===== src/design/acp_pkg.sv =====
// Package for the CAT240 record parser: payload types, phase codes, item codes.
// No dependencies.
`default_nettype none
package acp_pkg;
	typedef struct packed {
		logic [7:0] data_byte;
		logic       end_of_datagram;
	} in_item_t;

	typedef struct packed {
		logic [4:0]  item_code;
		logic [31:0] item_value;
		logic [2:0]  parse_status;
		logic        record_end;
	} out_item_t;

	typedef enum logic [4:0] {
		PH_CAT, PH_LENH, PH_LENL, PH_FS1, PH_FS2, PH_SRC, PH_TYPE, PH_INDEX,
		PH_SUMLEN, PH_SUMDATA, PH_NANO, PH_FEMTO, PH_RES, PH_CNT, PH_LOWREP,
		PH_MEDREP, PH_HIGHREP, PH_LOWDATA, PH_MEDDATA, PH_HIGHDATA, PH_TIME,
		PH_RELEN, PH_REDATA, PH_SPLEN, PH_SPDATA, PH_DONE, PH_ERR
	} phase_t;

	localparam logic [4:0] IC_SRC = 5'd0, IC_TYPE = 5'd1, IC_INDEX = 5'd2,
		IC_SUMLEN = 5'd3, IC_SUMBYTE = 5'd4, IC_NANO = 5'd5, IC_FEMTO = 5'd8,
		IC_RES = 5'd11, IC_NBVB = 5'd12, IC_NBCELLS = 5'd13, IC_VIDHDR = 5'd14,
		IC_VIDBYTE = 5'd15, IC_TIME = 5'd16, IC_RE = 5'd17, IC_SP = 5'd18,
		IC_STATUS = 5'd19;

	localparam logic [2:0] ST_OK = 3'd0, ST_SHORT = 3'd1, ST_CAT = 3'd2,
		ST_LEN = 3'd3, ST_FX = 3'd4, ST_MAND = 3'd5, ST_OVR = 3'd6;

	localparam int NFRN = 14;
	localparam logic [7:0] CATEGORY_RESET = 8'd240;

	// register index of the config port
	localparam logic REG_CATEGORY = 1'b0, REG_PASS = 1'b1;

	function automatic phase_t frn_head(input logic [3:0] k);
		case (k)
			4'd0: frn_head = PH_SRC;
			4'd1: frn_head = PH_TYPE;
			4'd2: frn_head = PH_INDEX;
			4'd3: frn_head = PH_SUMLEN;
			4'd4: frn_head = PH_NANO;
			4'd5: frn_head = PH_FEMTO;
			4'd6: frn_head = PH_RES;
			4'd7: frn_head = PH_CNT;
			4'd8: frn_head = PH_LOWREP;
			4'd9: frn_head = PH_MEDREP;
			4'd10: frn_head = PH_HIGHREP;
			4'd11: frn_head = PH_TIME;
			4'd12: frn_head = PH_RELEN;
			default: frn_head = PH_SPLEN;
		endcase
	endfunction

	function automatic logic [3:0] frn_size(input logic [3:0] k);
		case (k)
			4'd0, 4'd6: frn_size = 4'd2;
			4'd2: frn_size = 4'd4;
			4'd4, 4'd5: frn_size = 4'd12;
			4'd7: frn_size = 4'd5;
			4'd11: frn_size = 4'd3;
			default: frn_size = 4'd1;
		endcase
	endfunction
endpackage
`default_nettype wire


===== src/design/acp_outq.sv =====
// Result queue of the CAT240 parser: 4-entry FIFO, takes up to two items a cycle.
// Depends on acp_pkg.
`default_nettype none
module acp_outq (
	input  wire logic            clk,
	input  wire logic            arst_n,
	input  wire logic            push,
	input  acp_pkg::out_item_t   w0,
	input  acp_pkg::out_item_t   w1,
	input  wire logic [1:0]      wn,
	output logic                 room2,
	output logic                 valid,
	input  wire logic            stall,
	output acp_pkg::out_item_t   rd
);
	import acp_pkg::*;
	out_item_t mem_q [4];
	logic [1:0] wp_q, rp_q;
	logic [2:0] cnt_q;
	logic pop;
	logic [1:0] nin;

	assign valid = cnt_q != 3'd0;
	assign pop = valid & ~stall;
	assign rd = mem_q[rp_q];
	assign room2 = cnt_q <= 3'd2;
	assign nin = push ? wn : 2'd0;

	always_ff @(posedge clk) begin
		if (nin != 2'd0) mem_q[wp_q] <= w0;
		if (nin == 2'd2) mem_q[wp_q + 2'd1] <= w1;
	end

	always_ff @(posedge clk or negedge arst_n) begin
		if (!arst_n) begin
			wp_q <= '0; rp_q <= '0; cnt_q <= '0;
		end else begin
			wp_q <= wp_q + nin;
			rp_q <= rp_q + {1'b0, pop};
			cnt_q <= cnt_q + {1'b0, nin} - {2'b0, pop};
		end
	end
endmodule
`default_nettype wire


===== config.mk =====
export PLATFORM = sky130hd
export DESIGN_NAME = acp_outq
export DESIGN_NICKNAME = d
export VERILOG_FILES = /design/src/design/acp_pkg.sv /design/src/design/acp_outq.sv
export SDC_FILE = /design/constraint.sdc
export NUM_CORES = 1
export LEC_CHECK = 0
export BUFFER_PORTS_ARGS = -buffer_cell sky130_fd_sc_hd__buf_2
export CORE_MARGIN = 1
export CORE_UTILIZATION = 50
export CTS_CLUSTER_DIAMETER = 80
export CTS_CLUSTER_SIZE = 24
export DETAILED_ROUTE_END_ITERATION = 10
export PLACE_DENSITY = 0.79
export SYNTH_ARGS = -nofsm -noshare
export SYNTH_HDL_FRONTEND = slang
export SYNTH_SLANG_ARGS = --single-unit
export TNS_END_PERCENT = 5

===== constraint.sdc =====
create_clock -name clk -period 3.3 [get_ports clk]
set_input_delay 0.33 -clock clk [delete_from_list [all_inputs] [get_ports clk]]
set_output_delay 0.33 -clock clk [all_outputs]
set_load 0.05 [all_outputs]

==> results of run 1 <==
placed cells by master, fill, tap and decap left out, types with 4 or more instances in the layout:
cell type,Yosys,routed
buf_4,0,11
mux2_4,40,40
dfrtp_1,7,5
mux4_2,41,41
mux2_2,122,122
bufinv_16,0,4
clkbuf_16,0,17
xor2_1,5,5
buf_2,18,130
inv_1,4,4
edfxtp_1,164,164
per-stage QoR:
step / std cells / setup WS [ps]
final: 811 / 694.4
after global routing: 809 / 605.0
after CTS: 809 / 662.7
after detailed placement: 778 / 1050
after global placement: 778 / 1090
after floorplan: 443 / 261.2
cell usage after synthesis, drive strengths merged (2+ instances only):
cell type and count:
edfxtp 164, o21a 2, nor3b 3, nand2 3
mux2 165, clkbuf 7, buf 22, dfrtp 7
nor3 4, xnor2 2, inv 4, mux4 41
ha 3, xor2 5, nor2 3
layout make-up:
cell class	count	area (µm²)	share of cell area
multi-input combinational	239	3236	0.3222
sequential	171	5105	0.5083
timing repair buffer	145	803.3	0.07998
clock inverter	12	175.2	0.01744
clock buffer	18	429.2	0.04273
tap	220	275.3	0.02741
inverter	4	15.01	0.001495
antenna	2	5.005	0.0004983
critical path, cell delays in order (launching register included):
cell and delay [ps]:
dfrtp_4 730, buf_12 290, mux4_2 560, buf_2 230
power groups by stage:
stage / sequential [µW] / clock [µW] / combinational (µW)
floorplan: 2960 / 0 / 2640
global placement: 3150 / 0 / 3200
detailed placement: 3190 / 0 / 3240
CTS: 3140 / 2080 / 3250
global route: 3180 / 2160 / 3360
finish: 3130 / 2060 / 3210
sequential cells by signal (all words and copies together) (netlist names):
signal	cells
mem_q	164
cnt_q	3
rp_q	2
wp_q	2
path summary, 6_finish.rpt:
check	endpoint	start	cells past startpoint
worst max-delay path	rd[1]	rp_q[0]$_DFF_PN0_	3
worst min-delay path	rp_q[1]$_DFF_PN0_	stall	3
worst max register to register	mem_q[3][20]$_DFFE_PP_	wp_q[1]$_DFF_PN0_	2
worst min register to register	cnt_q[2]$_DFF_PN0_	cnt_q[2]$_DFF_PN0_	1
max in group asynchronous	rp_q[0]$_DFF_PN0_	arst_n	2
min in group asynchronous	cnt_q[2]$_DFF_PN0_	arst_n	2
logic make-up after synthesis:
group                    after synthesis  share of synthesized area
adder cells (fa/ha/maj)                4                   0.006792
buffers and inverters                 33                    0.02082
AND/OR/NAND/NOR                       19                    0.01506
AO/OA/AOI/OAI                          3                   0.002361
XOR/XNOR                               7                   0.007235
multiplexers                         206                     0.3459
flip-flops                           171                     0.6018
layer usage:
layer  track usage  vias up  wire [µm]
met4       0.07982        0        266
met1        0.2629     2372       7407
met3       0.05575       22       1069
met5             0        -          0
met2        0.3677      140       9069
li1              -     2078          -
==> metrics.md, run 1 <==
| Metric | Value |
|---|---|
| Clk root buf | `clkbuf_16` |
| # rows | `47` |
| Hold_buf cts | `1` |
| Gr usage total | `0.2149` |
| Routed WL | `17.81 mm` |
| Final clock skew | `4.662 ps` |
| H-tree Lvls | `4` |
| Avg WL per Cell | `21.96 µm` |
| Synth area leaders | `edfxtp_1, mux2_2, mux4_2` |
| Die width | `132.2 µm` |
| Final Instance Area | `10040 µm²` |
| Syn nets | `535` |
| GP Congestion | `0.6940` |
| Synth Register Bits | `171` |
| VDD IR-drop max | `0.4233 mV` |
| # DRC | `0` |
| Final setup violation count | `0` |
| Switching Fraction | `0.3764` |
| Min-delay worst type | `in2reg` |
| YS warnings | `0` |
| First-pass GRT wire length | `27.52 mm` |
| Switching power | `3163 µW` |
| Req. time, crit path | `2970 ps` |
| CTS buffer count | `17` |
| Syn Std Cell Area | `8474 µm²` |
| RSZ-0062 raised after global routing | `no` |
| Longest Clk Path Bufs | `2` |
| Clock Power Share | `0.245` |
| Initial core utilization | `0.5110` |
| Combinational share of power | `0.382` |
| Worst setup path class | `reg2out` |
| Tot Pwr | `8404 µW` |
| Clock Latency Late Sink | `430 ps` |
| Post-CTS setup buffer count | `0` |
| # fillers | `1253` |
| Static Leak | `0.003694 µW` |
| Setup crit start kind | `flip-flop` |
| Relative slew slack | `0.3903` |
| CP endpoint kind | `output pin` |
| Post-synth EDFFs | `164` |
| Post-Synthesis Cells | `443` |
| Period utilization | `0.7896` |
| Share of power burned in registers | `0.373` |
| Die H | `132.2 µm` |
| Post-Syn Area per Cell | `19.13 µm²` |
| Die Footprint | `17470 µm²` |
| Count of input and output buffers | `130` |
| FFs w/ async S/R, synth | `0.04094` |
| Vias in the first global route | `5085` |
| Share of the synthesized area in the top cell type | `0.5811` |
| CTS tree | `yes` |
| Layout area overhead | `18.51%` |
| Min Tclk post-route | `2606 ps` |
| Seq/Total Area, Yosys | `0.6018` |
| Power per cell area | `836.8 nW/µm²` |
| Pint | `5241 µW` |
| Worst-path clk slew | `60 ps` |
| Core area | `16580 µm²` |
| Placed instance area | `9424 µm²` |
| DP Wirelength | `10.88 mm` |
| Post-synth top flop | `edfxtp_1` |
| F_max | `0.3838 GHz` |
| Outcome | `completed` |
| GRT Residual Overflow | `0` |
| Max-slew violation count | `0` |
| Cell taking the most area after synthesis | `edfxtp_1` |
| Nets | `670` |
| I/O pin total | `131` |
| Fin util | `0.6056` |
| Drt via density | `5.687` |
| Layout cells sized above 1 | `0.6553` |
| Clk sinks | `171` |
| Vias post-DR | `4612` |
| Final hold violations | `0` |
| Worst Tran Pin Value | `914.6 ps` |
| Crit-path max FO | `22` |
| TritonRoute pass-1 iters | `4` |
| Largest net degree at the start of global routing | `42` |
| Arr. time, crit path | `2280 ps` |
| Worst R2R Setup Slack | `1060 ps` |
| Max-Cap Viols | `0` |
| Post_cts resized | `0` |
| Final ANT Viol Nets | `0` |
| Hold Slack | `224.4 ps` |
| Total Negative Setup Slacks | `0 ps` |
| Antenna violations before repair | `2` |
| Netlist cell types | `27` |
| 1st-iter DRT viols | `214` |
Note: power is estimated with default switching activity, not from simulation.
==> inputs of run 2 (changes only) <==
clock period = 2.7 ns   (was 3.3 ns; I/O delays follow)
==> run 2 against run 1 <==
Effect of this change:
- power rose by 24%
- via count rose by 0.48%
- count of clock-buffer cells in the layout did not move
- cell area rose by 0.66%
- clock skew rose by 3.4 ps
- critical path depth did not move
- non-clock buffer count fell by 2
==> metrics.md, run 2 (synthesized netlist as in run 1, its figures left out) <==
| Metric | Value |
|---|---|
| Multi-input logic area | `3236 µm²` |
| CTS tree | `yes` |
| Worst setup path class | `reg2out` |
| Avg WL per Cell | `22.25 µm` |
| GP Congestion | `0.7617` |
| Final clock skew | `8.052 ps` |
| Final ANT Viol Nets | `0` |
| Clock Latency Late Sink | `430 ps` |
| Arr. time, crit path | `2240 ps` |
| Commonest cells after routing, fill and taps aside | `edfxtp_1, buf_2, mux2_2` |
| F_max | `0.3991 GHz` |
| Total Negative Setup Slacks | `0 ps` |
| Max-Cap Viols | `0` |
| Post-CTS setup buffer count | `0` |
| Layout cells sized above 1 | `0.6570` |
| Drt via density | `5.721` |
| Period utilization | `0.9281` |
| # rows | `47` |
| Biggest register | `mem_q` |
| Fin util | `0.6096` |
| Largest net degree at the start of global routing | `42` |
| Share of power burned in registers | `0.357` |
| Pint | `6465 µW` |
| DP Wirelength | `10.55 mm` |
| # fillers | `1248` |
| Setup crit start kind | `flip-flop` |
| Clock Power Share | `0.248` |
| Longest Clk Path Bufs | `2` |
| CP endpoint kind | `output pin` |
| Cell count of the worst reg-to-reg path | `2` |
| Initial core utilization | `0.5110` |
| GRT Residual Overflow | `0` |
| TritonRoute pass-1 iters | `4` |
| Clk root buf | `clkbuf_16` |
| Gr usage total | `0.2205` |
| Core area | `16580 µm²` |
| H-tree Lvls | `4` |
| Switching power | `3923 µW` |
| Largest register FFs | `164` |
| Commonest non-fill, non-tap cell in the layout | `edfxtp_1` |
| Nets | `668` |
| Hold path depth | `3` |
| Post_cts resized | `0` |
| Static Leak | `0.003706 µW` |
| Top Registers | `mem_q x164, cnt_q x3` |
| Final setup violation count | `0` |
| 1st-iter DRT viols | `292` |
| First-pass GRT wire length | `28.15 mm` |
| Relative slew slack | `0.3698` |
| RSZ-0062 raised after global routing | `no` |
| # DRC | `0` |
| Power per cell area | `1028 nW/µm²` |
| VDD IR-drop max | `0.5937 mV` |
| Worst Tran Pin Value | `945.3 ps` |
| Die width | `132.2 µm` |
| Min-delay worst type | `in2reg` |
| Clk sinks | `171` |
| Final hold violations | `0` |
| Antenna violations before repair | `1` |
| CTS buffer count | `17` |
| Crit-path max FO | `16` |
| Vias in the first global route | `5180` |
| Count of input and output buffers | `130` |
| Routed WL | `18.02 mm` |
| Storage element area | `5105 µm²` |
| Vias post-DR | `4634` |
| Switching Fraction | `0.3777` |
| Die H | `132.2 µm` |
| Outcome | `completed` |
| Min Tclk post-route | `2506 ps` |
| Worst-path clk slew | `70 ps` |
| Die Footprint | `17470 µm²` |
| Combinational share of power | `0.395` |
| Layout area overhead | `19.30%` |
| I/O pin total | `131` |
| Req. time, crit path | `2430 ps` |
| Max-slew violation count | `0` |
## run 2: worst paths after layout
kind	from	to	slack (ps)
hold reg to reg	cnt_q[2]$_DFF_PN0_	cnt_q[2]$_DFF_PN0_	510
hold / removal	stall	rp_q[1]$_DFF_PN0_	170
setup / recovery	rp_q[0]$_DFF_PN0_	rd[13]	190
setup reg to reg	wp_q[1]$_DFF_PN0_	mem_q[3][22]$_DFFE_PP_	410
min in group asynchronous	arst_n	wp_q[0]$_DFF_PN0_	210
max in group asynchronous	arst_n	rp_q[0]$_DFF_PN0_	2320
## run 2: layer usage
metal	global-route usage	vias to the layer above	routed length (µm)
met2	0.3939	142	9674
met1	0.2573	2395	7166
met4	0.06833	2	126
met3	0.06228	10	1039
met5	0	-	12
li1	-	2085	-
## run 2: layout make-up
| class | count | share of cell area |
|---|---|---|
| clock buffer | 18 | 0.04245 |
| sequential | 171 | 0.5050 |
| inverter | 4 | 0.001485 |
| tap | 220 | 0.02723 |
| multi-input combinational | 239 | 0.3200 |
| clock inverter | 14 | 0.01943 |
| timing repair buffer | 143 | 0.08416 |
| antenna | 1 | 0.0002475 |
## run 2: worst max-delay path, cell delays in order (launching register included)
cell     delay, ps
dfrtp_4        650
buf_4          360
mux4_2         560
buf_2          230
## run 2: through the flow
stage	worst slack, ps	instances	cell area (µm²)	power [µW]	hold slack, ps
2_1_floorplan	419.9	443	8477	6849	-25.59
3_3_place_gp	505.0	776	9472	7832	109.8
3_5_place_dp	452.5	776	9472	7926	113.8
5_1_grt	83.20	809	10110	10770	168.5
4_1_cts	138.1	809	10110	10510	157.8
6_report	194.1	810	10110	10390	173.7
## run 2: timing repair
item | 4_1_cts | 5_1_grt
hold buffers | 1 | 0
hold endpoints to repair | 7 | 0
endpoints found under the setup margin | 0 | 0
## run 2: power groups by stage
stage	Combinational, µW	Clock (µW)	Sequential [µW]
after detailed placement	4150	0	3770
after CTS	4170	2610	3720
after floorplan	3230	0	3610
after global placement	4100	0	3730
after global routing	4300	2710	3770
final	4100	2580	3710
==> inputs of run 3 (changes only) <==
ABC_AREA = 1   (was not set)
PLACE_DENSITY = 0.78   (was 0.79)
==> run 3 against run 2 <==
Effect of this change:
- sequential power is 2% higher
- clock power decreased by 10%
- clock skew fell by 1.3 ps
- maximum frequency rose by 5.7%
- cell area grew 0.11%
- critical path depth rose by 2
- flip-flop and latch count unchanged
- register-to-register slack better by 380 ps
- critical path type unchanged
- first-iteration DRC count increased by 48%
==> metrics.md, run 3 <==
| Metric | Value |
|---|---|
| Outcome | `completed` |
| Worst reg2reg path startpoint | `cnt_q[2]$_DFF_PN0_` |
| Drt via density | `5.322` |
| Slowest stage cell on the critical path | `dfrtp_2` |
| Static Leak | `0.004296 µW` |
| FFs w/ async S/R, synth | `0.04094` |
| Clk root buf | `clkbuf_16` |
| Power per cell area | `1095 nW/µm²` |
| Layout area overhead | `14.25%` |
| Core area | `17300 µm²` |
| Biggest register | `mem_q` |
| Crit-path max FO | `30` |
| Syn Std Cell Area | `8858 µm²` |
| Post-CTS setup buffer count | `0` |
| Req. time, crit path | `2430 ps` |
| # fillers | `1492` |
| Period utilization | `0.8784` |
| Cell taking the most area after synthesis | `edfxtp_1` |
| Hold Crit Start | `wn[1]` |
| Relative slew slack | `0.7015` |
| Min-delay worst type | `in2reg` |
| Fin util | `0.5851` |
| RSZ-0062 raised after global routing | `no` |
| Longest Clk Path Bufs | `2` |
| Worst path cell trace | `inv_2 -> buf_4 -> o21ai_0 -> o21ai_0 -> buf_2` |
| # DRC | `0` |
| Post-route insts no fill | `1253` |
| 1st-iter DRT viols | `432` |
| Post-synth top flop | `edfxtp_1` |
| DP Wirelength | `12.38 mm` |
| CTS buffer count | `17` |
| Total Negative Setup Slacks | `0 ps` |
| F_max | `0.4216 GHz` |
| Synth Register Bits | `171` |
| CTS tree | `yes` |
| End of the worst hold path | `wp_q[1]$_DFF_PN0_` |
| Final ANT Viol Nets | `0` |
| Layout cells sized above 1 | `0.2561` |
| Commonest non-fill, non-tap cell in the layout | `nand2_1` |
| Largest net degree at the start of global routing | `86` |
| Initial core utilization | `0.5122` |
| I/O pin total | `131` |
| Netlist cell types | `21` |
| Inst Count DP | `1220` |
| Final clock skew | `6.757 ps` |
| Synth cell count leaders | `nand2_1, edfxtp_1, o21ai_0` |
| Post-Synthesis Cells | `912` |
| Arr. time, crit path | `2100 ps` |
| Share of the synthesized area in the top cell type | `0.5559` |
| Gr usage total | `0.2304` |
| Count of input and output buffers | `130` |
| Worst Tran Pin Value | `447.7 ps` |
| Avg WL per Cell | `15.90 µm` |
| GP Congestion | `0.7847` |
| Setup crit start kind | `flip-flop` |
| H-tree Lvls | `4` |
| GRT Residual Overflow | `0` |
| Final hold violations | `0` |
| CP endpoint kind | `output pin` |
| Commonest cells after routing, fill and taps aside | `nand2_1, edfxtp_1, o21ai_0` |
| Vias post-DR | `6669` |
| YS warnings | `0` |
| Post-Syn Area per Cell | `9.713 µm²` |
| Max-slew violation count | `0` |
| TritonRoute pass-1 iters | `6` |
| Seq/Total Area, Yosys | `0.5757` |
| Worst setup path class | `reg2out` |
| Routed WL | `19.92 mm` |
| Nets | `1107` |
| Max-Cap Viols | `0` |
| Top Registers | `mem_q x164, cnt_q x3` |
| Crit-path max cell delay | `430 ps` |
| Final setup violation count | `0` |
| Worst R2R End | `cnt_q[2]$_DFF_PN0_` |
| First-pass GRT wire length | `31.97 mm` |
| Post-synth EDFFs | `164` |
| Multi-input logic area | `3077 µm²` |
| Hold path depth | `3` |
| Clk sinks | `171` |
| Synth area leaders | `edfxtp_1, o21ai_0, nand2_1` |
| Min Tclk post-route | `2372 ps` |
| # rows | `48` |
| VDD IR-drop max | `0.8645 mV` |
| Storage element area | `5101 µm²` |
| Die Footprint | `18250 µm²` |
| Die H | `135.1 µm` |
| Largest register FFs | `164` |
| Cell count of the worst reg-to-reg path | `13` |
| Count leader, synth | `nand2_1` |
| Worst R2R Setup Slack | `790 ps` |
| Syn nets | `1004` |
| Worst-path clk slew | `60 ps` |
| Die width | `135.1 µm` |
| Worst path most repeated cell | `o21ai_0` |
| Post_cts resized | `0` |
| Vias in the first global route | `6404` |
| Clock Latency Late Sink | `420 ps` |
| Antenna violations before repair | `1` |
[run 3: worst max path at each step]
stage / start / endpoint / cells after the start
CTS: rp_q[0]$_DFF_PN0_ / rd[2] / 5
finish: rp_q[0]$_DFF_PN0_ / rd[2] / 5
detailed placement: rp_q[0]$_DFF_PN0_ / rd[2] / 5
floorplan: rp_q[0]$_DFF_PN0_ / rd[31] / 6
global route: rp_q[0]$_DFF_PN0_ / rd[1] / 5
global placement: push / mem_q[1][19]$_DFFE_PP_ / 6
[run 3: report_power, final]
part / switching, µW / internal [µW]
Clock: 973 / 1340
Combinational: 3830 / 1170
Sequential: 160 / 3610
Total: 4960 / 6120
[run 3: layer usage]
layer  track usage  routed length, µm
met2        0.3983               9939
met3       0.04692               1185
met1        0.2877               8456
met4       0.07615                338
met5             0                  0
[run 3: final cells by class]
| class | count | share of cell area |
|---|---|---|
| flip-flops and latches | 171 | 0.5040 |
| multi-input cells | 620 | 0.3040 |
| repair buffers | 148 | 0.08777 |
| clock buffers | 17 | 0.04203 |
| well taps | 225 | 0.02782 |
| inverters | 57 | 0.02114 |
| clock inverters | 14 | 0.01298 |
| diodes | 1 | 0.0002472 |
[run 3: kinds of logic after synthesis]
kind of cell               count (synthesis)  synth area share
AOI/OAI and AO/OA                        288            0.1945
and+or+nand+nor                          326            0.1398
adders and majority gates                  4          0.006498
DFF                                      171            0.5757
buffers and inverters                    121           0.08150
xor gates and xnor gates                   2          0.001978
[run 3: what timing repair did]
action | CTS | global route
endpoints found under the setup margin | 0 | 0
hold buffers | 1 | 0
hold endpoints to repair | 7 | 0
[run 3: critical path, delay by kind of cell, from the launching register on]
| family | cells | cell delay, ps |
|---|---|---|
| buffers and inverters | 3 | 890 |
| DFF | 1 | 430 |
| AOI/OAI and AO/OA | 2 | 340 |
[run 3: metrics by stage]
step | power (µW) | hold slack, ps | area [µm²] | worst slack, ps
floorplan | 7545 | -25.59 | 8859 | 435.9
global placement | 8761 | 123.9 | 9552 | 803.4
detailed placement | 8840 | 123.5 | 9552 | 772.3
CTS | 11150 | 89.87 | 10120 | 308.8
global route | 11660 | 102.5 | 10120 | 187.1
finish | 11080 | 103.2 | 10120 | 328.3
