===== config.mk =====
export PLATFORM = sky130hd
export DESIGN_NAME = acp_cfg
export DESIGN_NICKNAME = d
export VERILOG_FILES = /design/src/design/acp_pkg.sv /design/src/design/acp_cfg.sv
export SDC_FILE = /design/constraint.sdc
export NUM_CORES = 1
export LEC_CHECK = 0
export BUFFER_PORTS_ARGS = -buffer_cell sky130_fd_sc_hd__buf_2
export CAP_MARGIN = 0
export CORE_MARGIN = 5
export CORE_UTILIZATION = 34
export CTS_CLUSTER_DIAMETER = 120
export DETAILED_ROUTE_END_ITERATION = 10
export GPL_TIMING_DRIVEN = 0
export PLACE_DENSITY = 0.9
export SLEW_MARGIN = 20
export SYNTH_ARGS = -nofsm -noshare
export SYNTH_HDL_FRONTEND = slang
export SYNTH_SLANG_ARGS = --single-unit

===== constraint.sdc =====
create_clock -name clk -period 1.3 [get_ports clk]
set_clock_uncertainty 0.05 [all_clocks]
set_input_delay 0.26 -clock clk [delete_from_list [all_inputs] [get_ports clk]]
set_output_delay 0.26 -clock clk [all_outputs]
set_load 0.01 [all_outputs]

===== src/design/acp_pkg.sv =====
// Package for the CAT240 record parser: payload types, phase codes, item codes.
// No dependencies.
`default_nettype none
package acp_pkg;
	typedef struct packed {
		logic [7:0] data_byte;
		logic       end_of_datagram;
	} in_item_t;

	typedef struct packed {
		logic [4:0]  item_code;
		logic [31:0] item_value;
		logic [2:0]  parse_status;
		logic        record_end;
	} out_item_t;

	typedef enum logic [4:0] {
		PH_CAT, PH_LENH, PH_LENL, PH_FS1, PH_FS2, PH_SRC, PH_TYPE, PH_INDEX,
		PH_SUMLEN, PH_SUMDATA, PH_NANO, PH_FEMTO, PH_RES, PH_CNT, PH_LOWREP,
		PH_MEDREP, PH_HIGHREP, PH_LOWDATA, PH_MEDDATA, PH_HIGHDATA, PH_TIME,
		PH_RELEN, PH_REDATA, PH_SPLEN, PH_SPDATA, PH_DONE, PH_ERR
	} phase_t;

	localparam logic [4:0] IC_SRC = 5'd0, IC_TYPE = 5'd1, IC_INDEX = 5'd2,
		IC_SUMLEN = 5'd3, IC_SUMBYTE = 5'd4, IC_NANO = 5'd5, IC_FEMTO = 5'd8,
		IC_RES = 5'd11, IC_NBVB = 5'd12, IC_NBCELLS = 5'd13, IC_VIDHDR = 5'd14,
		IC_VIDBYTE = 5'd15, IC_TIME = 5'd16, IC_RE = 5'd17, IC_SP = 5'd18,
		IC_STATUS = 5'd19;

	localparam logic [2:0] ST_OK = 3'd0, ST_SHORT = 3'd1, ST_CAT = 3'd2,
		ST_LEN = 3'd3, ST_FX = 3'd4, ST_MAND = 3'd5, ST_OVR = 3'd6;

	localparam int NFRN = 14;
	localparam logic [7:0] CATEGORY_RESET = 8'd240;

	// register index of the config port
	localparam logic REG_CATEGORY = 1'b0, REG_PASS = 1'b1;

	function automatic phase_t frn_head(input logic [3:0] k);
		case (k)
			4'd0: frn_head = PH_SRC;
			4'd1: frn_head = PH_TYPE;
			4'd2: frn_head = PH_INDEX;
			4'd3: frn_head = PH_SUMLEN;
			4'd4: frn_head = PH_NANO;
			4'd5: frn_head = PH_FEMTO;
			4'd6: frn_head = PH_RES;
			4'd7: frn_head = PH_CNT;
			4'd8: frn_head = PH_LOWREP;
			4'd9: frn_head = PH_MEDREP;
			4'd10: frn_head = PH_HIGHREP;
			4'd11: frn_head = PH_TIME;
			4'd12: frn_head = PH_RELEN;
			default: frn_head = PH_SPLEN;
		endcase
	endfunction

	function automatic logic [3:0] frn_size(input logic [3:0] k);
		case (k)
			4'd0, 4'd6: frn_size = 4'd2;
			4'd2: frn_size = 4'd4;
			4'd4, 4'd5: frn_size = 4'd12;
			4'd7: frn_size = 4'd5;
			4'd11: frn_size = 4'd3;
			default: frn_size = 4'd1;
		endcase
	endfunction
endpackage
`default_nettype wire


===== src/design/acp_cfg.sv =====
// Configuration registers of the CAT240 parser behind an APB-style port.
// Depends on acp_pkg.
`default_nettype none
module acp_cfg (
	input  wire logic        clk,
	input  wire logic        arst_n,
	input  wire logic        psel,
	input  wire logic        penable,
	input  wire logic        pwrite,
	input  wire logic [2:0]  paddr,
	input  wire logic [31:0] pwdata,
	output logic [31:0]      prdata,
	output logic             pready,
	output logic [7:0]       expected_category,
	output logic             pass_payload
);
	import acp_pkg::*;
	logic [7:0] cat_q;
	logic pass_q;
	logic wr;

	assign pready = 1'b1;
	assign wr = psel & penable & pwrite;

	always_ff @(posedge clk or negedge arst_n) begin
		if (!arst_n) begin
			cat_q <= CATEGORY_RESET;
			pass_q <= 1'b1;
		end else if (wr && paddr[1:0] == 2'd0) begin
			if (paddr[2] == REG_CATEGORY) cat_q <= pwdata[7:0];
			else pass_q <= pwdata[0];
		end
	end

	always_comb begin
		prdata = '0;
		if (paddr[1:0] == 2'd0) begin
			if (paddr[2] == REG_CATEGORY) prdata = {24'd0, cat_q};
			else prdata = {31'd0, pass_q};
		end
	end

	assign expected_category = cat_q;
	assign pass_payload = pass_q;
endmodule
`default_nettype wire


==> impl_results.md, run 1 <==
* Outcome: finished, violations left
* Violated checks: setup timing
* Number of register bits inferred by synthesis at 9
* Last weighted congestion value of the routability-driven placer at around 0.65
* Worst min path class: in -> reg
* Mean area per synthesized cell at roughly 11 um^2
* Worst endpoint data arrival time at around 1.2 ns
* Fraction of layout cells with a size suffix above 1 at between 60% and 70%
* Hold-critical path depth at 2
* Netlist area before placement at roughly 660 um^2
* Total inserted antenna cells at 0
* Cell-by-cell listing of the critical path: mux2i_2 > nor3_2 > buf_2
* Effective utilization at floorplan at a little over a third
* Clock network latency to the later pin of the worst-skew pair at about 0.25 ns
* Peak VDD IR at between 0.5 and 0.6 mV
* Launch instance of the worst register-to-register path: pass_payload
* Area of the placeable core at around 1900 um^2
* Clock tree from TritonCTS: done
* Internal reg-to-reg setup slack at between 0.3 and 0.4 ns
* GRT Total Usage at between 10% and 20%
* Floorplan die area at between 2000 and 3000 um^2
* Pins Over Slew Limit at 0
* Maximum root-to-sink buffer count at 2
* Worst Setup Path Type: reg -> out
* Post-detailed-routing wire length at 1640 um
* Max Clock Freq at approximately 670 MHz
* Number of cells on the worst reg-to-reg path at 3
* Total Nets Final at 167
* Clock Sink Count at 9
* Wire length of the first global-routing pass at between 2000 and 2500 um
* Lkg Pwr at roughly 0.65 nW
* Number of buffers and inverters on the critical path at 1
* Total count of hold-check failures in the final report at 0
* Total clock buffers created by CTS at 3
* Number of placement rows at 16
* DR vias at 550
* Number of top-level pins at slightly above 80
* Routed vias/inst at roughly 3.6
* Critical hold path startpoint: pwdata[4]
* Post-synth top area cell: sky130_fd_sc_hd__buf_4
* Crit path max fanout at 2
* Final setup violating endpoints at 6
* CP Data Required Time at slightly below 1 ns
* Period utilization at 115%
* CP Launch Point: pass_payload
* Reg-to-Reg End: pass_payload
* Type of destination of the critical path: output port
* Startpoint type of the worst setup path: flop
* Share of the yosys chip area belonging to registers at a little over a third
* Final HPWL DP at between 1000 and 1500 um
* Largest stage delay, worst path at approximately 0.54 ns
* Gate Count Post-Synth at 60
* Post-layout worst setup margin at -0.194 ns
* Fill cell instance count of the final layout at between 150 and 200
* H-tree levels at 1
* End-of-flow core utilization at 57.0%
* Post-DRT Antenna Nets at 0
* Number of remaining DRC errors at 0
* DRC marker count from the first detailed-route iteration at 0
* Highest-count cells in the layout ignoring fill and taps: sky130_fd_sc_hd__buf_4, sky130_fd_sc_hd__buf_2, sky130_fd_sc_hd__conb_1, sky130_fd_sc_hd__mux2_4, sky130_fd_sc_hd__buf_6
* Pin count of the biggest net entering global routing at 10
* Wire length per cell after detailed routing at 10.7 um
* Cell types with the largest area share after synthesis: sky130_fd_sc_hd__buf_4, sky130_fd_sc_hd__dfstp_2, sky130_fd_sc_hd__mux2_4
* Number of global-route vias before repair at 500
* Max-Cap Viols at 0
* Area added between synthesis and finish at 64.5%
* Clock root buffer: sky130_fd_sc_hd__clkbuf_4
* Slowest stage cell, crit path: sky130_fd_sc_hd__dfstp_2
* Setup repair after global routing missed its margin: yes
* Most common library cell in the layout ignoring fill and taps: sky130_fd_sc_hd__buf_4
* Power density of the placed cells at about 930 nW/um^2
* Worst min-delay path endpoint: expected_category[4]
* Top cell family by delay on the critical path: flip-flops
* Clock transition at the registers of the reported paths at roughly 0.05 ns
* Fin crit period at ~1.5 ns
* Overall die width at about 54 um
* Vertical die dimension at 54.0 um
* Leftover overflow at the end of global routing at 0
* Count of input and output buffers at 32
* Number of search-and-repair iterations in the first detailed-routing pass at 1
* Setup TNS at -0.346 ns
* Count of cell types in the netlist at 13
* Number of antenna violations at the first check in global routing at 0
* Top cell type's share of synthesized area at between 20 and 30%
* Yosys synthesis warning count at 0
## what timing repair did
item                                    4_1_cts  5_1_grt
hold buffers                                  1        0
endpoints found under the hold margin         4        0
endpoints found under the setup margin        8        9
buffers inserted                              2        4
resized for setup                             5       11
pin swaps                                     1        4
## power breakdown
part           internal, W  total (W)  switching [W]  leakage, nW
sequential        0.000358   0.000398      0.0000405        0.103
clock             0.000117   0.000200      0.0000829       0.0150
combinational     0.000247   0.000409       0.000161        0.528
total             0.000723    0.00101       0.000285        0.646
## area by class of cell
cell class / instances / area (um^2) / area share [%]
clock buffers: 4 / 26.3 / 2.42
well taps: 27 / 33.8 / 3.11
repair buffers: 39 / 254 / 23.4
multi-input cells: 48 / 340 / 31.4
plain buffers: 26 / 199 / 18.3
flip-flops and latches: 9 / 231 / 21.3
## stage by stage
step | hold WS, ns | cell area, um^2 | power (W) | worst slack, ns | instances
after floorplan | -0.0856 | 746 | 0.000609 | -0.0226 | 83
after global placement | 0.0655 | 940 | 0.000714 | -0.311 | 142
after detailed placement | 0.0679 | 940 | 0.000725 | -0.372 | 142
after CTS | 0.177 | 1010 | 0.000966 | -0.161 | 149
after global routing | 0.168 | 1080 | 0.00108 | -0.263 | 153
final | 0.186 | 1080 | 0.00101 | -0.194 | 153
## how the worst max path moves through the flow
stage / end / depth (start not counted)
finish: prdata[0] / 3
global route: prdata[0] / 3
CTS: prdata[0] / 3
detailed placement: prdata[2] / 4
global placement: prdata[5] / 4
floorplan: expected_category[0] / 4
## layer usage
layer	routed length, um	global-route usage, %
met5	0	0
met4	0	1.24
met3	257	6.93
met2	822	19.6
met1	558	10.5
## worst reg2reg max path, delay by kind of cell, from the launching register on
family / cells / cell delay [ns]
flip-flops: 1 / 0.37
multiplexers: 1 / 0.25
buffers and inverters: 2 / 0.24
## cell usage after synthesis
cell,number
sky130_fd_sc_hd__buf_4,25
sky130_fd_sc_hd__mux2_4,8
sky130_fd_sc_hd__and2_1,7
sky130_fd_sc_hd__dfstp_2,5
sky130_fd_sc_hd__dfrtp_1,4
sky130_fd_sc_hd__nor3_1,3
sky130_fd_sc_hd__conb_1,2
sky130_fd_sc_hd__buf_6,1
sky130_fd_sc_hd__mux2_2,1
sky130_fd_sc_hd__mux2i_1,1
sky130_fd_sc_hd__nand4_1,1
sky130_fd_sc_hd__nand4b_1,1
sky130_fd_sc_hd__or3_1,1
## sequential cells by signal, indices dropped and copies added (netlist names)
name,count
expected_category,8
pass_payload,1
## kinds of logic (layout without fill, tap and decap cells)
kind of cell           count (synthesis)  in the layout  synth area share (%)
other                                  2             25                  1.14
multiplexers                          10             10                  21.4
flip-flops                             9              9                  35.1
buffers and inverters                 26             69                  30.2
AND/OR/NAND/NOR                       13             13                  12.1
Note: power is estimated with default switching activity, not from simulation.
==> run 2: changes to the inputs <==
SETUP_SLACK_MARGIN = 0.02   (was not set)
SLEW_MARGIN = not set   (was 20)
==> run 2 against run 1 <==
  * The run still ends with setup timing left
  * Worst setup slack lost 0.030 ns
  * Critical path depth is the same
  * Utilization rose by 0.46 points
  * Sequential share of layout area down 0.17 points
  * Hold slack hardly changed
  * Design area rose by 0.81%
  * Fmax down 2.0%
  * Clock power hardly changed
  * First-iteration DRC count did not move
  * Sequential cell count is the same
  * Die area stayed put
==> impl_results.md, run 2 (same netlist as run 1, synthesis figures left out) <==
* Outcome: finished, violations left
* Violated checks: setup timing
* Flip-flop count of the largest register, all copies and words added at 8
* Worst min path class: in -> reg
* Max-Cap Viols at 0
* Clock Sink Count at 9
* CP Launch Point: pass_payload
* Number of placement rows at 16
* H-tree levels at 1
* Largest stage delay, worst path at 0.55 ns
* Net Switching at 0.000285 W
* Critical hold path startpoint: pwdata[4]
* DR vias at 562
* Number of remaining DRC errors at 0
* Period utilization at 117%
* Worst Setup Path Type: reg -> out
* Startpoint type of the worst setup path: flop
* Total inserted antenna cells at 0
* Number of placed cells counting well taps at about 140
* Total Nets Final at 167
* Area of the placeable core at approximately 1900 um^2
* Pin count of the biggest net entering global routing at 10
* Maximum root-to-sink buffer count at 2
* Cell-by-cell listing of the critical path: mux2i_2 > nor3_2 > buf_2
* Type of destination of the critical path: output port
* Total count of hold-check failures in the final report at 0
* Last weighted congestion value of the routability-driven placer at 0.646
* Post-DRT Antenna Nets at 0
* Effective utilization at floorplan at between 30% and 40%
* Net switching fraction of the power at between 20% and 30%
* Launch instance of the worst register-to-register path: pass_payload
* Post-Place Worst Slack at -0.372 ns
* Clock root buffer: sky130_fd_sc_hd__clkbuf_4
* Lkg Pwr at about 0.65 nW
* Clock power share at 19.8%
* Setup repair after global routing missed its margin: yes
* Area added between synthesis and finish at 65.8%
* Internal at slightly above 0.0007 W
* Wire length of the first global-routing pass at between 2000 and 2500 um
* Leftover overflow at the end of global routing at 0
* Final HPWL DP at around 1300 um
* Post-layout worst setup margin at -0.224 ns
* Slowest stage cell, crit path: sky130_fd_sc_hd__dfstp_2
* Final setup violating endpoints at 6
* Count of input and output buffers at 32
* Clock tree from TritonCTS: done
* Number of global-route vias before repair at around 510
* Number of top-level pins at between 80 and 90
* Wire length per cell after detailed routing at 11.1 um
* Number of antenna violations at the first check in global routing at 0
* Non-filler cells, final at between 150 and 200
* Power share of the sequential group at around two fifths
* DRC marker count from the first detailed-route iteration at 0
* Worst endpoint data arrival time at 1.21 ns
* Fin crit period at about 1.5 ns
* Clock transition at the registers of the reported paths at ~0.05 ns
* Clock network latency to the later pin of the worst-skew pair at between 0.2 and 0.3 ns
* CP Data Required Time at around 1 ns
* Pins Over Slew Limit at 0
* Vertical die dimension at ~54 um
* Power density of the placed cells at 923 nW/um^2
* Most common library cell in the layout ignoring fill and taps: sky130_fd_sc_hd__buf_4
* Crit path max fanout at 2
* Max Clock Freq at about 660 MHz
* Number of search-and-repair iterations in the first detailed-routing pass at 1
* GRT Total Usage at a little over a tenth
* Total clock buffers created by CTS at 3
* Overall die width at 54.0 um
* Routed vias/inst at ~3.7
* Fraction of layout cells with a size suffix above 1 at just under 70%
* Floorplan die area at approximately 2900 um^2
* Combinational cell fraction of total power at between 40% and 50%
* Highest-count cells in the layout ignoring fill and taps: sky130_fd_sc_hd__buf_4, sky130_fd_sc_hd__buf_2, sky130_fd_sc_hd__conb_1, sky130_fd_sc_hd__mux2_4
* Peak VDD IR at between 0.5 and 0.6 mV
* Post-detailed-routing wire length at between 1500 and 2000 um
## run 2: cell types whose count changed in the layout (fill, tap and decap cells not counted)
cell | before | now
sky130_fd_sc_hd__buf_6 | 6 | 5
sky130_fd_sc_hd__buf_8 | 1 | 2
sky130_fd_sc_hd__or3_1 | 1 | 0
sky130_fd_sc_hd__or3_4 | 0 | 1
## run 2: final timing paths
check                                             to  slack (ns)  depth (start not counted)
worst min register to register  expected_category[2]        0.47                          1
worst max register to register          pass_payload        0.31                          3
min in group asynchronous       expected_category[2]        0.34                          2
worst min-delay path            expected_category[4]        0.19                          2
worst max-delay path                       prdata[0]       -0.22                          3
max in group asynchronous       expected_category[7]        0.62                          2
## run 2: cell type report
cell class	count	area, um^2
fill	160	808
multi-input combinational	48	345
timing repair buffer	39	258
sequential	9	231
buffer	26	199
tap	27	33.8
clock buffer	4	26.3
## run 2: power by group through the flow
stage / logic, W / clock network (W) / registers [W]
after floorplan: 0.000185 / 0 / 0.000424
after global placement: 0.000314 / 0 / 0.000400
after detailed placement: 0.000319 / 0 / 0.000405
after CTS: 0.000359 / 0.000211 / 0.000398
after global routing: 0.000445 / 0.000229 / 0.000409
final: 0.000411 / 0.000200 / 0.000398
## run 2: timing repair
action                                  CTS  global route
setup buffers                             2             4
hold buffers                              1             0
pin swaps                                 2             4
gates resized for setup                   8             9
endpoints found under the hold margin     4             0
endpoints found under the setup margin    8            10
## run 2: metrics by stage
stage          setup TNS, ns  utilization, %  power, W  hold WS [ns]  instance area, um^2
6_report              -0.378            57.5   0.00101         0.187                 1090
5_1_grt               -0.772            57.5   0.00108         0.168                 1090
4_1_cts               -0.322            53.9  0.000969         0.177                 1020
3_5_place_dp           -4.13            49.4  0.000725        0.0679                  940
3_3_place_gp           -3.54            49.4  0.000714        0.0655                  940
2_1_floorplan        -0.0902               -  0.000609       -0.0856                  746
## run 2: critical path, delay by kind of cell, from the launching register on
kind,cells,cell delay [ns]
buf+inv,1,0.15
flops,1,0.55
mux,1,0.08
simple gates,1,0.19
## run 2: routing by layer
layer,share of wire (%),vias up,global-route usage [%]
li1,-,279,-
met1,33,243,9.85
met4,0,0,1.24
met5,0,-,0
met2,51,40,19.8
met3,16,0,6.93
==> run 3: changes to the inputs <==
==> constraint.sdc (replaced) <==
create_clock -name clk -period 1.3 [get_ports clk]
set_clock_uncertainty 0.05 [all_clocks]
set_input_delay 0 -clock clk [delete_from_list [all_inputs] [get_ports clk]]
set_output_delay 0 -clock clk [all_outputs]
set_load 0.01 [all_outputs]
==> run 3 against run 2 <==
  * The flow now finishes without violations
  * Design area fell by 2.6%
  * Die area did not move
  * Clock power barely moved
  * Register-to-register slack improved by 0.16 ns
  * Sequential cell count did not move
  * Sequential share of layout area rose by 0.57 points
  * Routed wire length fell by 10%
  * Via count fell by 0.18%
  * Combinational power fell by 16%
  * Global-route usage rose by 0.29 points
  * First-iteration DRC count rose by 2
  * Utilization fell by 1.5 points
  * Critical path type unchanged
  * Largest cell class unchanged
==> impl_results.md, run 3 (same netlist as run 1, synthesis figures left out) <==
* Wire length of the first global-routing pass at 2190 um
* Non-filler cells, final at approximately 160
* Worst min path class: in -> async
* Lkg Pwr at 0.634 nW
* Crit path max fanout at 3
* Total setup buffers inserted after CTS at 0
* Last weighted congestion value of the routability-driven placer at ~0.65
* Worst Setup Path Type: reg -> out
* Number of search-and-repair iterations in the first detailed-routing pass at 2
* Clock network latency to the later pin of the worst-skew pair at roughly 0.25 ns
* Peak VDD IR at 0.557 mV
* Floorplan die area at around 3000 um^2
* Pins Over Slew Limit at 0
* H-tree levels at 1
* Number of placed cells counting well taps at 142
* Worst endpoint data arrival time at roughly 1.2 ns
* Launch instance of the worst register-to-register path: expected_category[0]
* Slew at the pin closest to its max-slew limit at about 0.65 ns
* Clock tree from TritonCTS: done
* Max Clock Freq at slightly above 800 MHz
* Pin count of the biggest net entering global routing at 10
* GRT Total Usage at between 10% and 20%
* Worst rel slew slack at between 50% and 60%
* CP Data Required Time at ~1.3 ns
* Effective utilization at floorplan at a little over a third
* Total inserted antenna cells at 0
* Flip-flop count of the largest register, all copies and words added at 8
* Outcome: completed
* Total Nets Final at 169
* Total clock buffers created by CTS at 3
* Number of antenna violations at the first check in global routing at 0
* DRC marker count from the first detailed-route iteration at 2
* Post-DRT Antenna Nets at 0
* Number of placement rows at 16
* Post-detailed-routing wire length at approximately 1500 um
* Startpoint type of the worst setup path: flop
* Highest-count cells in the layout ignoring fill and taps: sky130_fd_sc_hd__buf_2, sky130_fd_sc_hd__buf_4, sky130_fd_sc_hd__conb_1, sky130_fd_sc_hd__dlygate4sd3_1, sky130_fd_sc_hd__mux2_4
* Period utilization at 93.3%
* Routed vias/inst at 3.62
* Clock transition at the registers of the reported paths at 0.06 ns
* Number of remaining DRC errors at 0
* Power density of the placed cells at approximately 890 nW/um^2
* Max-Cap Viols at 0
* Clock Sink Count at 9
* Fraction of layout cells with a size suffix above 1 at around three fifths
* Fin crit period at approximately 1.2 ns
* Total count of hold-check failures in the final report at 0
* Overall die width at 54.0 um
* Number of top-level pins at 82
* Area added between synthesis and finish at 61.5%
* Setup TNS at 0 ns
* Maximum root-to-sink buffer count at 2
* Vertical die dimension at 54.0 um
* Leftover overflow at the end of global routing at 0
* Count of input and output buffers at 32
* Most common library cell in the layout ignoring fill and taps: sky130_fd_sc_hd__buf_2
* Number of global-route vias before repair at 506
* Type of destination of the critical path: output port
* Final HPWL DP at 1340 um
* Setup repair after global routing missed its margin: no
* Wire length per cell after detailed routing at between 9 and 10 um
* CP Launch Point: pass_payload
* DR vias at about 560
* Area of the placeable core at about 1900 um^2
* Final setup violating endpoints at 0
* Clock root buffer: sky130_fd_sc_hd__clkbuf_4
## run 3: cell types whose count changed in the layout (fill, tap and decap cells not counted), sizes merged
cell         change
buf              -6
dlygate4sd3      +8
## run 3: what timing repair did
item | in CTS | in global routing
endpoints found under the hold margin | 18 | 0
setup endpoints to repair | 0 | 1
gates resized for setup | 0 | 2
hold buffers | 9 | 0
## run 3: routing by layer
metal | GRT usage [%] | up-vias | part of all wire (%)
met2 | 20.8 | 40 | 49
li1 | - | 284 | -
met4 | 1.24 | 0 | 0
met1 | 9.85 | 237 | 32
met5 | 0 | - | 0
met3 | 6.93 | 0 | 18
## run 3: final timing paths
kind / to / slack [ns] / cells after the start
worst max-delay path: prdata[0] / 0.09 / 3
worst min-delay path: expected_category[2] / 0.08 / 2
worst max register to register: expected_category[0] / 0.47 / 1
worst min register to register: expected_category[2] / 0.47 / 1
max in group asynchronous: expected_category[6] / 0.88 / 2
min in group clk: pass_payload / 0.12 / 3
## run 3: critical path: stages (launching register included)
cell,delay (ns)
sky130_fd_sc_hd__dfstp_2,0.56
sky130_fd_sc_hd__mux2i_2,0.08
sky130_fd_sc_hd__nor3_2,0.14
sky130_fd_sc_hd__buf_2,0.14
## run 3: cell type report
class / instances / area [um^2]
buffer: 26 / 199
clock buffer: 4 / 26.3
multi-input combinational: 48 / 324
sequential: 9 / 231
fill: 167 / 837
timing repair buffer: 41 / 250
tap: 27 / 33.8
## run 3: where the power goes
group	switching (W)	internal, W	leakage (nW)
Clock	0.0000845	0.000117	0.0150
Combinational	0.000142	0.000205	0.515
Sequential	0.0000437	0.000358	0.103
## run 3: through the flow
stage | hold WS [ns] | total power (W) | area, um^2 | util, % | setup WS, ns
floorplan | -0.346 | 0.000609 | 746 | - | 0.237
global placement | -0.195 | 0.000714 | 940 | 49.4 | 0.0652
detailed placement | -0.192 | 0.000725 | 940 | 49.4 | 0.0401
CTS | 0.0791 | 0.000953 | 1060 | 55.5 | 0.0835
global route | 0.0760 | 0.00102 | 1060 | 56.0 | 0.0307
finish | 0.0806 | 0.000951 | 1060 | 56.0 | 0.0867
